### src/hdl/ple_pkg.sv
// shared constants and types for the positional list engine
`timescale 1ns / 1ps

package ple_pkg;

  // list capacity and the widths that follow from it
  localparam int CAPACITY = 16;
  localparam int IDX_W    = $clog2(CAPACITY);
  localparam int CNT_W    = $clog2(CAPACITY + 1);
  localparam int POS_W    = 8;
  localparam int CMP_W    = ((CNT_W > POS_W) ? CNT_W : POS_W) + 1;
  localparam int VAL_W    = 32;
  localparam int OUT_W    = 5;

  typedef enum logic [2:0] {
    OP_ADD_FRONT = 3'd0,
    OP_ADD_END   = 3'd1,
    OP_ADD_POS   = 3'd2,
    OP_DEL_FRONT = 3'd3,
    OP_DEL_END   = 3'd4,
    OP_DEL_POS   = 3'd5,
    OP_SEARCH    = 3'd6
  } op_t;

  typedef enum logic [2:0] {
    ST_OK      = 3'd0,
    ST_EMPTY   = 3'd1,
    ST_BOUNDS  = 3'd2,
    ST_FULL    = 3'd3,
    ST_MISSING = 3'd4
  } status_t;

endpackage

### src/hdl/positional_list_engine_unit.sv
// positional list engine: ordered list of signed 32-bit values with insert, delete, search
`timescale 1ns / 1ps

// Ordered list of up to ple_pkg::CAPACITY 32-bit values kept front to back in a
// single-port-write, registered-read memory. One command at a time: in_stall is
// high from the transfer of a command until its result has been loaded into the
// output register, so a command may be taken while the previous result still
// waits for out_stall to drop. Every move, compare or shift step goes through
// the one memory read port: an insert at index i shifts the entries from the
// tail down to i, a delete at index i moves the later entries down, a search
// scans from the front to the first match or the end of the list, and error
// cases and op 7 go straight to the result. A search miss on a full list is the worst case.
// Status is ok, empty, out of bounds, full or not found; full is checked before
// the position on insert, empty before the position on delete. found_position
// is the 1-based first match of a search and 0 otherwise; entry_count is the
// count after the command, modulo 32. No clearing pass: entries are only read
// below the count, and those have always been written.
module positional_list_engine_unit (
  input  logic                          clk,
  input  logic                          rst_n,
  input  logic                          in_valid,
  output logic                          in_stall,
  input  logic [2:0]                    in_op,
  input  logic signed [31:0]            in_value,
  input  logic [7:0]                    in_position,
  output logic                          out_valid,
  input  logic                          out_stall,
  output logic [2:0]                    out_status,
  output logic [4:0]                    out_found_position,
  output logic [4:0]                    out_entry_count
);

  typedef enum logic [2:0] {
    S_IDLE,
    S_INS_CHK,
    S_INS_MOV,
    S_DEL_CHK,
    S_DEL_MOV,
    S_SRCH_CHK,
    S_SRCH_CMP,
    S_DONE
  } state_t;

  // control state
  state_t                          state_r, state_nxt;
  logic [ple_pkg::CNT_W-1:0]       count_r, count_nxt;
  logic [ple_pkg::CNT_W-1:0]       k_r, k_nxt;       // walking index
  logic [ple_pkg::IDX_W-1:0]       idx_r, idx_nxt;   // insert target index
  logic [ple_pkg::VAL_W-1:0]       value_r, value_nxt;
  ple_pkg::status_t                stat_r, stat_nxt;
  logic [ple_pkg::CNT_W-1:0]       found_r, found_nxt;

  // result register
  logic                            out_valid_r, out_valid_nxt;
  ple_pkg::status_t                out_status_r, out_status_nxt;
  logic [ple_pkg::CNT_W-1:0]       out_found_r, out_found_nxt;
  logic [ple_pkg::CNT_W-1:0]       out_count_r, out_count_nxt;

  // list storage
  logic [ple_pkg::VAL_W-1:0]       mem [ple_pkg::CAPACITY];
  logic                            mem_we;
  logic [ple_pkg::IDX_W-1:0]       mem_waddr;
  logic [ple_pkg::VAL_W-1:0]       mem_wdata;
  logic [ple_pkg::IDX_W-1:0]       mem_raddr;
  logic [ple_pkg::VAL_W-1:0]       rd_data_r;

  // command decode helpers, widened so pos and count+1 compare without wrap
  logic                            in_xfer;
  logic [ple_pkg::CMP_W-1:0]       pos_w;
  logic [ple_pkg::CMP_W-1:0]       cnt_w;
  logic                            list_full;
  logic                            list_empty;
  logic                            out_free;

  assign in_xfer    = in_valid && !in_stall;
  assign pos_w      = ple_pkg::CMP_W'(in_position);
  assign cnt_w      = ple_pkg::CMP_W'(count_r);
  assign list_full  = (count_r == ple_pkg::CNT_W'(ple_pkg::CAPACITY));
  assign list_empty = (count_r == '0);
  assign out_free   = !out_valid_r || !out_stall;

  assign in_stall           = (state_r != S_IDLE);
  assign out_valid          = out_valid_r;
  assign out_status         = out_status_r;
  assign out_found_position = ple_pkg::OUT_W'(out_found_r);
  assign out_entry_count    = ple_pkg::OUT_W'(out_count_r);

  always_comb begin
    state_nxt      = state_r;
    count_nxt      = count_r;
    k_nxt          = k_r;
    idx_nxt        = idx_r;
    value_nxt      = value_r;
    stat_nxt       = stat_r;
    found_nxt      = found_r;
    out_valid_nxt  = out_valid_r && out_stall;
    out_status_nxt = out_status_r;
    out_found_nxt  = out_found_r;
    out_count_nxt  = out_count_r;
    mem_we         = 1'b0;
    mem_waddr      = k_r[ple_pkg::IDX_W-1:0];
    mem_wdata      = rd_data_r;
    mem_raddr      = k_r[ple_pkg::IDX_W-1:0];

    case (state_r)
      S_IDLE: begin
        if (in_xfer) begin
          value_nxt = in_value;
          stat_nxt  = ple_pkg::ST_OK;
          found_nxt = '0;
          state_nxt = S_DONE;
          case (ple_pkg::op_t'(in_op))
            ple_pkg::OP_ADD_FRONT, ple_pkg::OP_ADD_END, ple_pkg::OP_ADD_POS: begin
              k_nxt = count_r;
              if (list_full) begin
                stat_nxt = ple_pkg::ST_FULL;
              end else if (ple_pkg::op_t'(in_op) == ple_pkg::OP_ADD_FRONT) begin
                idx_nxt   = '0;
                state_nxt = S_INS_CHK;
              end else if (ple_pkg::op_t'(in_op) == ple_pkg::OP_ADD_END) begin
                idx_nxt   = count_r[ple_pkg::IDX_W-1:0];
                state_nxt = S_INS_CHK;
              end else if (pos_w == '0 || pos_w > cnt_w + ple_pkg::CMP_W'(1)) begin
                stat_nxt = ple_pkg::ST_BOUNDS;
              end else begin
                idx_nxt   = ple_pkg::IDX_W'(pos_w - ple_pkg::CMP_W'(1));
                state_nxt = S_INS_CHK;
              end
            end
            ple_pkg::OP_DEL_FRONT, ple_pkg::OP_DEL_END, ple_pkg::OP_DEL_POS: begin
              if (list_empty) begin
                stat_nxt = ple_pkg::ST_EMPTY;
              end else if (ple_pkg::op_t'(in_op) == ple_pkg::OP_DEL_FRONT) begin
                k_nxt     = '0;
                state_nxt = S_DEL_CHK;
              end else if (ple_pkg::op_t'(in_op) == ple_pkg::OP_DEL_END) begin
                k_nxt     = count_r - ple_pkg::CNT_W'(1);
                state_nxt = S_DEL_CHK;
              end else if (pos_w == '0 || pos_w > cnt_w) begin
                stat_nxt = ple_pkg::ST_BOUNDS;
              end else begin
                k_nxt     = ple_pkg::CNT_W'(pos_w - ple_pkg::CMP_W'(1));
                state_nxt = S_DEL_CHK;
              end
            end
            ple_pkg::OP_SEARCH: begin
              k_nxt     = '0;
              stat_nxt  = ple_pkg::ST_MISSING;
              state_nxt = S_SRCH_CHK;
            end
            default: begin
              // unused op code: plain ok, list untouched
            end
          endcase
        end
      end

      // shift entries up one slot from the tail down to the target
      S_INS_CHK: begin
        if (k_r == ple_pkg::CNT_W'(idx_r)) begin
          mem_we    = 1'b1;
          mem_waddr = idx_r;
          mem_wdata = value_r;
          count_nxt = count_r + ple_pkg::CNT_W'(1);
          state_nxt = S_DONE;
        end else begin
          mem_raddr = ple_pkg::IDX_W'(k_r - ple_pkg::CNT_W'(1));
          state_nxt = S_INS_MOV;
        end
      end
      S_INS_MOV: begin
        mem_we    = 1'b1;
        k_nxt     = k_r - ple_pkg::CNT_W'(1);
        state_nxt = S_INS_CHK;
      end

      // close the gap by moving later entries down one slot
      S_DEL_CHK: begin
        if (k_r + ple_pkg::CNT_W'(1) == count_r) begin
          count_nxt = count_r - ple_pkg::CNT_W'(1);
          state_nxt = S_DONE;
        end else begin
          mem_raddr = ple_pkg::IDX_W'(k_r + ple_pkg::CNT_W'(1));
          state_nxt = S_DEL_MOV;
        end
      end
      S_DEL_MOV: begin
        mem_we    = 1'b1;
        k_nxt     = k_r + ple_pkg::CNT_W'(1);
        state_nxt = S_DEL_CHK;
      end

      // front-to-back scan, first match wins
      S_SRCH_CHK: begin
        if (k_r == count_r) begin
          state_nxt = S_DONE;
        end else begin
          state_nxt = S_SRCH_CMP;
        end
      end
      S_SRCH_CMP: begin
        if (rd_data_r == value_r) begin
          stat_nxt  = ple_pkg::ST_OK;
          found_nxt = k_r + ple_pkg::CNT_W'(1);
          state_nxt = S_DONE;
        end else begin
          k_nxt     = k_r + ple_pkg::CNT_W'(1);
          state_nxt = S_SRCH_CHK;
        end
      end

      // hand the result over once the output register is free
      S_DONE: begin
        if (out_free) begin
          out_valid_nxt  = 1'b1;
          out_status_nxt = stat_r;
          out_found_nxt  = found_r;
          out_count_nxt  = count_r;
          state_nxt      = S_IDLE;
        end
      end

      default: begin
        state_nxt = S_IDLE;
      end
    endcase
  end

  always_ff @(posedge clk) begin
    if (!rst_n) begin
      state_r     <= S_IDLE;
      count_r     <= '0;
      out_valid_r <= 1'b0;
    end else begin
      state_r     <= state_nxt;
      count_r     <= count_nxt;
      out_valid_r <= out_valid_nxt;
    end
    k_r          <= k_nxt;
    idx_r        <= idx_nxt;
    value_r      <= value_nxt;
    stat_r       <= stat_nxt;
    found_r      <= found_nxt;
    out_status_r <= out_status_nxt;
    out_found_r  <= out_found_nxt;
    out_count_r  <= out_count_nxt;
  end

  // list memory: one write port, one registered read port
  always_ff @(posedge clk) begin
    if (mem_we) begin
      mem[mem_waddr] <= mem_wdata;
    end
    rd_data_r <= mem[mem_raddr];
  end

`ifndef ASSERT_OFF
  // a command transfer always starts the sequencer
  a_xfer_busy: assert property (@(posedge clk) disable iff (!rst_n)
    in_xfer |=> in_stall)
    else $error("command transfer did not start the sequencer");

  // the count stays within the capacity
  a_count_cap: assert property (@(posedge clk) disable iff (!rst_n)
    count_r <= ple_pkg::CNT_W'(ple_pkg::CAPACITY))
    else $error("entry count above capacity");

  // one command moves the count by at most one
  a_count_step: assert property (@(posedge clk) disable iff (!rst_n)
    (count_r != $past(count_r)) |->
      (count_r == $past(count_r) + 1'b1 || count_r + 1'b1 == $past(count_r)))
    else $error("entry count jumped by more than one");
`endif

endmodule
### config.mk
export PLATFORM = sky130hd
export DESIGN_NAME = positional_list_engine_unit
export DESIGN_NICKNAME = d
export VERILOG_FILES = /design/src/hdl/ple_pkg.sv /design/src/hdl/positional_list_engine_unit.sv
export SDC_FILE = /design/constraint.sdc
export NUM_CORES = 1
export LEC_CHECK = 0
export BUFFER_PORTS_ARGS = -buffer_cell sky130_fd_sc_hd__buf_4
export CORE_ASPECT_RATIO = 1.5
export CORE_MARGIN = 2
export CORE_UTILIZATION = 55
export DETAILED_ROUTE_END_ITERATION = 7
export GPL_ROUTABILITY_DRIVEN = 0
export PLACE_DENSITY = 0.79
export SETUP_SLACK_MARGIN = 0.15
export SYNTH_ARGS = -nofsm -noshare
export SYNTH_HDL_FRONTEND = slang
export SYNTH_SLANG_ARGS = --single-unit
### constraint.sdc
create_clock -name clk -period 6.1 [get_ports clk]
set_input_delay 0.305 -clock clk [delete_from_list [all_inputs] [get_ports clk]]
set_output_delay 0.305 -clock clk [all_outputs]
set_load 0.01 [all_outputs]
==> run metrics <==
first element of the critical path=k_r[0]; max-slew violations=0; die area=about 47,000 µm²; worst r2r path cells=11; clock sinks=about 600; max frequency=221 MHz; Mapped Cells=around 1,500; Max FO, Critical Path=135; FF-to-FF Start=k_r[0]; Placed Cells incl. Taps=around 2,100; Buffers on Ports=61; final worst slack=1.58 ns; sequential cell area fraction in the yosys report=0.727; setup bufs post-CTS=0; critical path type=flip-flop to flip-flop; Slew Limit Headroom=0.0981; Max Cap Viol=0; VDD IR max=between 0.4 and 0.5 mV; clk_lat worst skew=0.59 ns; Filler cells=slightly above 3,000; CTS tree=built; Max clock buf depth=3; asr flop ratio synth=0; first-pass GRT wire length=about 86,000 µm; Arr. time, crit path=4.97 ns; unrepaired setup endpoints after global routing=no; Startpoint Class=flip-flop; r2r endpoint=rd_data_r[4]; Leakage Power=between 9 and 10 nW; EDFF count, synth=574; Required @ worst endpoint=between 6 and 7 ns; status=finished, final reports clean; Final setup viols=0; Total GRT Usage=0.248; grt ovf=0; Initial DRT Pass Iterations=5; largest net degree at the start of global routing=136; power density cells=446 nW/µm²; met2 Resource Use GR=0.418; crit end category=flip-flop; vias in the first global route=~14,000; mapped cell area=about 25,000 µm²; synth unique cells=slightly below 70; min Tclk post-route=4.52 ns; Initial Util=0.556; die width=approximately 180 µm; DRT antenna net count=0; clk slew on worst S/H paths=approximately 0.070 ns; drt initial violations=1,715; DRT Wirelength=about 58,000 µm; R2R Setup Slk=roughly 1.6 ns; yosys warns=0; Yosys reg bits=roughly 620; syn_area_per_cell=16.6 µm²; Resize count post-CTS=0; Area Overhead vs Synth=12.7%; Fin Setup TNS=0 ns; H-Tree Level Count=2; vias per std cell=6.37; Syn Nets=between 1,500 and 2,000; period utilization=0.740; dpl hpwl=31,600 µm; GR met1 Demand/Resource=0.318; Die Y=about 260 µm; most used routing layer=met2; Main synth FF type=edfxtp_1; Vias=around 14,000; CP endpoint=rd_data_r[4]; CTS root buf=clkbuf_16; Cell Rows=95; DP Worst Slack=between 1.5 and 2 ns; Finished Layout Cells=2,222; Nets=roughly 1,700; CTS Buf Count=53; GR Util met3=0.0324; Final Hold Fails=0; number of primary I/O pins=62; DRC violations left=0; actual slew at the worst max-slew pin=~1.3 ns; ANT cells=0; layout cell share with drive strength beyond 1=0.152; initial antenna violation count=0; Layout Skew=approximately 0.02 ns; Hold Crit Class=input port to flip-flop; Core ar.=44,700 µm²; drt wl/cell=approximately 26 µm
-- state kept, by name (all words and copies together), names as in the netlist --
name,cells
out_entry_count,5
found_r,5
out_status,3
count_r,5
out_valid,1
state_r,3
mem,512
k_r,5
out_found_position,5
idx_r,4
rd_data_r,32
stat_r,3
value_r,32
-- power breakdown --
group	switching, mW	total, mW	internal [mW]
sequential	0.227	5.74	5.51
clock	1.47	3.32	1.85
combinational	2.16	3.42	1.26
total	3.86	12.5	8.62
-- metrics by stage --
stage               power (mW)  hold slack [ns]   util  instance area [µm²]
floorplan                 8.27            0.400      -                24800
global placement          9.02            0.401  0.581                26000
detailed placement        9.17            0.405  0.581                26000
CTS                       12.5          0.00942  0.626                28000
global route              12.9           0.0255  0.626                28000
finish                    12.5           0.0203  0.626                28000
-- critical path, stage by stage, from the launching register on --
cell and delay [ns]:
edfxtp_1 0.74, inv_1 0.25, ha_1 0.42, xnor2_1 0.17
and2_1 0.27, o211ai_4 0.16, mux2_1 0.39, o211ai_4 0.14
buf_12 0.64, mux2i_1 0.31, o22ai_1 0.12, or4_1 0.55
-- layout make-up --
class                           count  area (µm²)  share of cell area
Clock inverter                     25         294              0.0105
Sequential cell                   615       18100               0.645
Multi-Input combinational cell    779        6380               0.228
Inverter                           18        67.6             0.00241
Tap cell                          582         728              0.0260
Timing Repair Buffer              128        1050              0.0376
Clock buffer                       75        1420              0.0507
-- Yosys cell counts (3+ instances only) --
library cell	count	area [µm²]
a41oi_1	3	26.3
mux2_2	37	417
mux2i_1	252	2520
nor2b_1	4	25.0
dfxtp_1	41	821
o21ai_0	21	105
and3_1	3	18.8
nor2_1	41	154
o221ai_1	3	26.3
clkbuf_1	14	52.6
buf_6	5	56.3
o22ai_1	127	795
a221oi_1	3	26.3
nand3_1	21	105
or2_2	4	25.0
a2111oi_0	3	26.3
xor2_1	38	333
nand3_2	3	30.0
edfxtp_1	574	17200
a21boi_0	3	22.5
nor4_1	8	50.1
and2_1	3	18.8
ha_1	16	200
buf_4	17	128
xnor2_1	17	149
mux2_1	3	33.8
or4_1	32	240
a22oi_1	4	30.0
nor3_1	18	90.1
or3_1	5	31.3
o21a_1	4	30.0
nand4_1	4	25.0
nand2_1	29	109
a21oi_1	25	125
buf_1	4	15.0
nand2b_1	7	43.8
o211a_1	4	40.0
inv_1	17	63.8
buf_2	44	220
-- routing by layer --
metal / up-vias / routed length, µm
met3: 189 / 4860
li1: 6112 / -
met4: 0 / 2800
met1: 7025 / 21000
met5: - / 0
met2: 819 / 29000
-- worst min-delay path by stage --
stage | startpoint | endpoint | slack [ns] | cells past startpoint
6_report | out_stall | out_valid | 0.02 | 3
5_1_grt | rst_n | count_r[1] | 0.03 | 2
4_1_cts | out_stall | out_valid | 0.009 | 3
3_5_place_dp | found_r[2] | out_found_position[2] | 0.41 | 0
3_3_place_gp | found_r[3] | out_found_position[3] | 0.40 | 0
2_1_floorplan | found_r[0] | out_found_position[0] | 0.40 | 0
-- logic make-up after synthesis --
logic type / count (synthesis) / share of synthesized area
XOR/XNOR: 58 / 0.0214
multiplexers: 292 / 0.120
adder cells (fa/ha/maj): 16 / 0.00806
flip-flops: 615 / 0.727
AND/OR/NAND/NOR: 189 / 0.0419
buffers and inverters: 102 / 0.0217
AO/OA/AOI/OAI: 224 / 0.0606
-- timing repair --
action / CTS / global route
endpoints found under the hold margin: 32 / 0
hold buffers: 32 / 0
endpoints found under the setup margin: 0 / 0
-- cells in the final DEF, fill, tap and decap left out, types with 4 or more instances in the layout --
master / count
a21oi_1: 25
a22oi_1: 4
buf_4: 95
bufinv_16: 5
clkbuf_1: 21
clkbuf_16: 53
clkinv_2: 7
clkinvlp_4: 4
dfxtp_1: 41
dlygate4sd3_1: 32
edfxtp_1: 574
ha_1: 16
inv_1: 17
mux2_2: 37
mux2i_1: 252
nand2_1: 29
nand2b_1: 7
nand3_1: 20
nand3_2: 4
nand4_1: 4
nor2_1: 29
nor2_4: 12
nor2b_1: 4
nor3_1: 14
nor3_2: 4
nor4_1: 8
o211a_1: 4
o21a_1: 4
o21ai_0: 21
o22ai_1: 127
or2_2: 4
or3_1: 5
or4_1: 32
xnor2_1: 17
xor2_1: 38
Note: power is estimated with default switching activity, not from simulation.
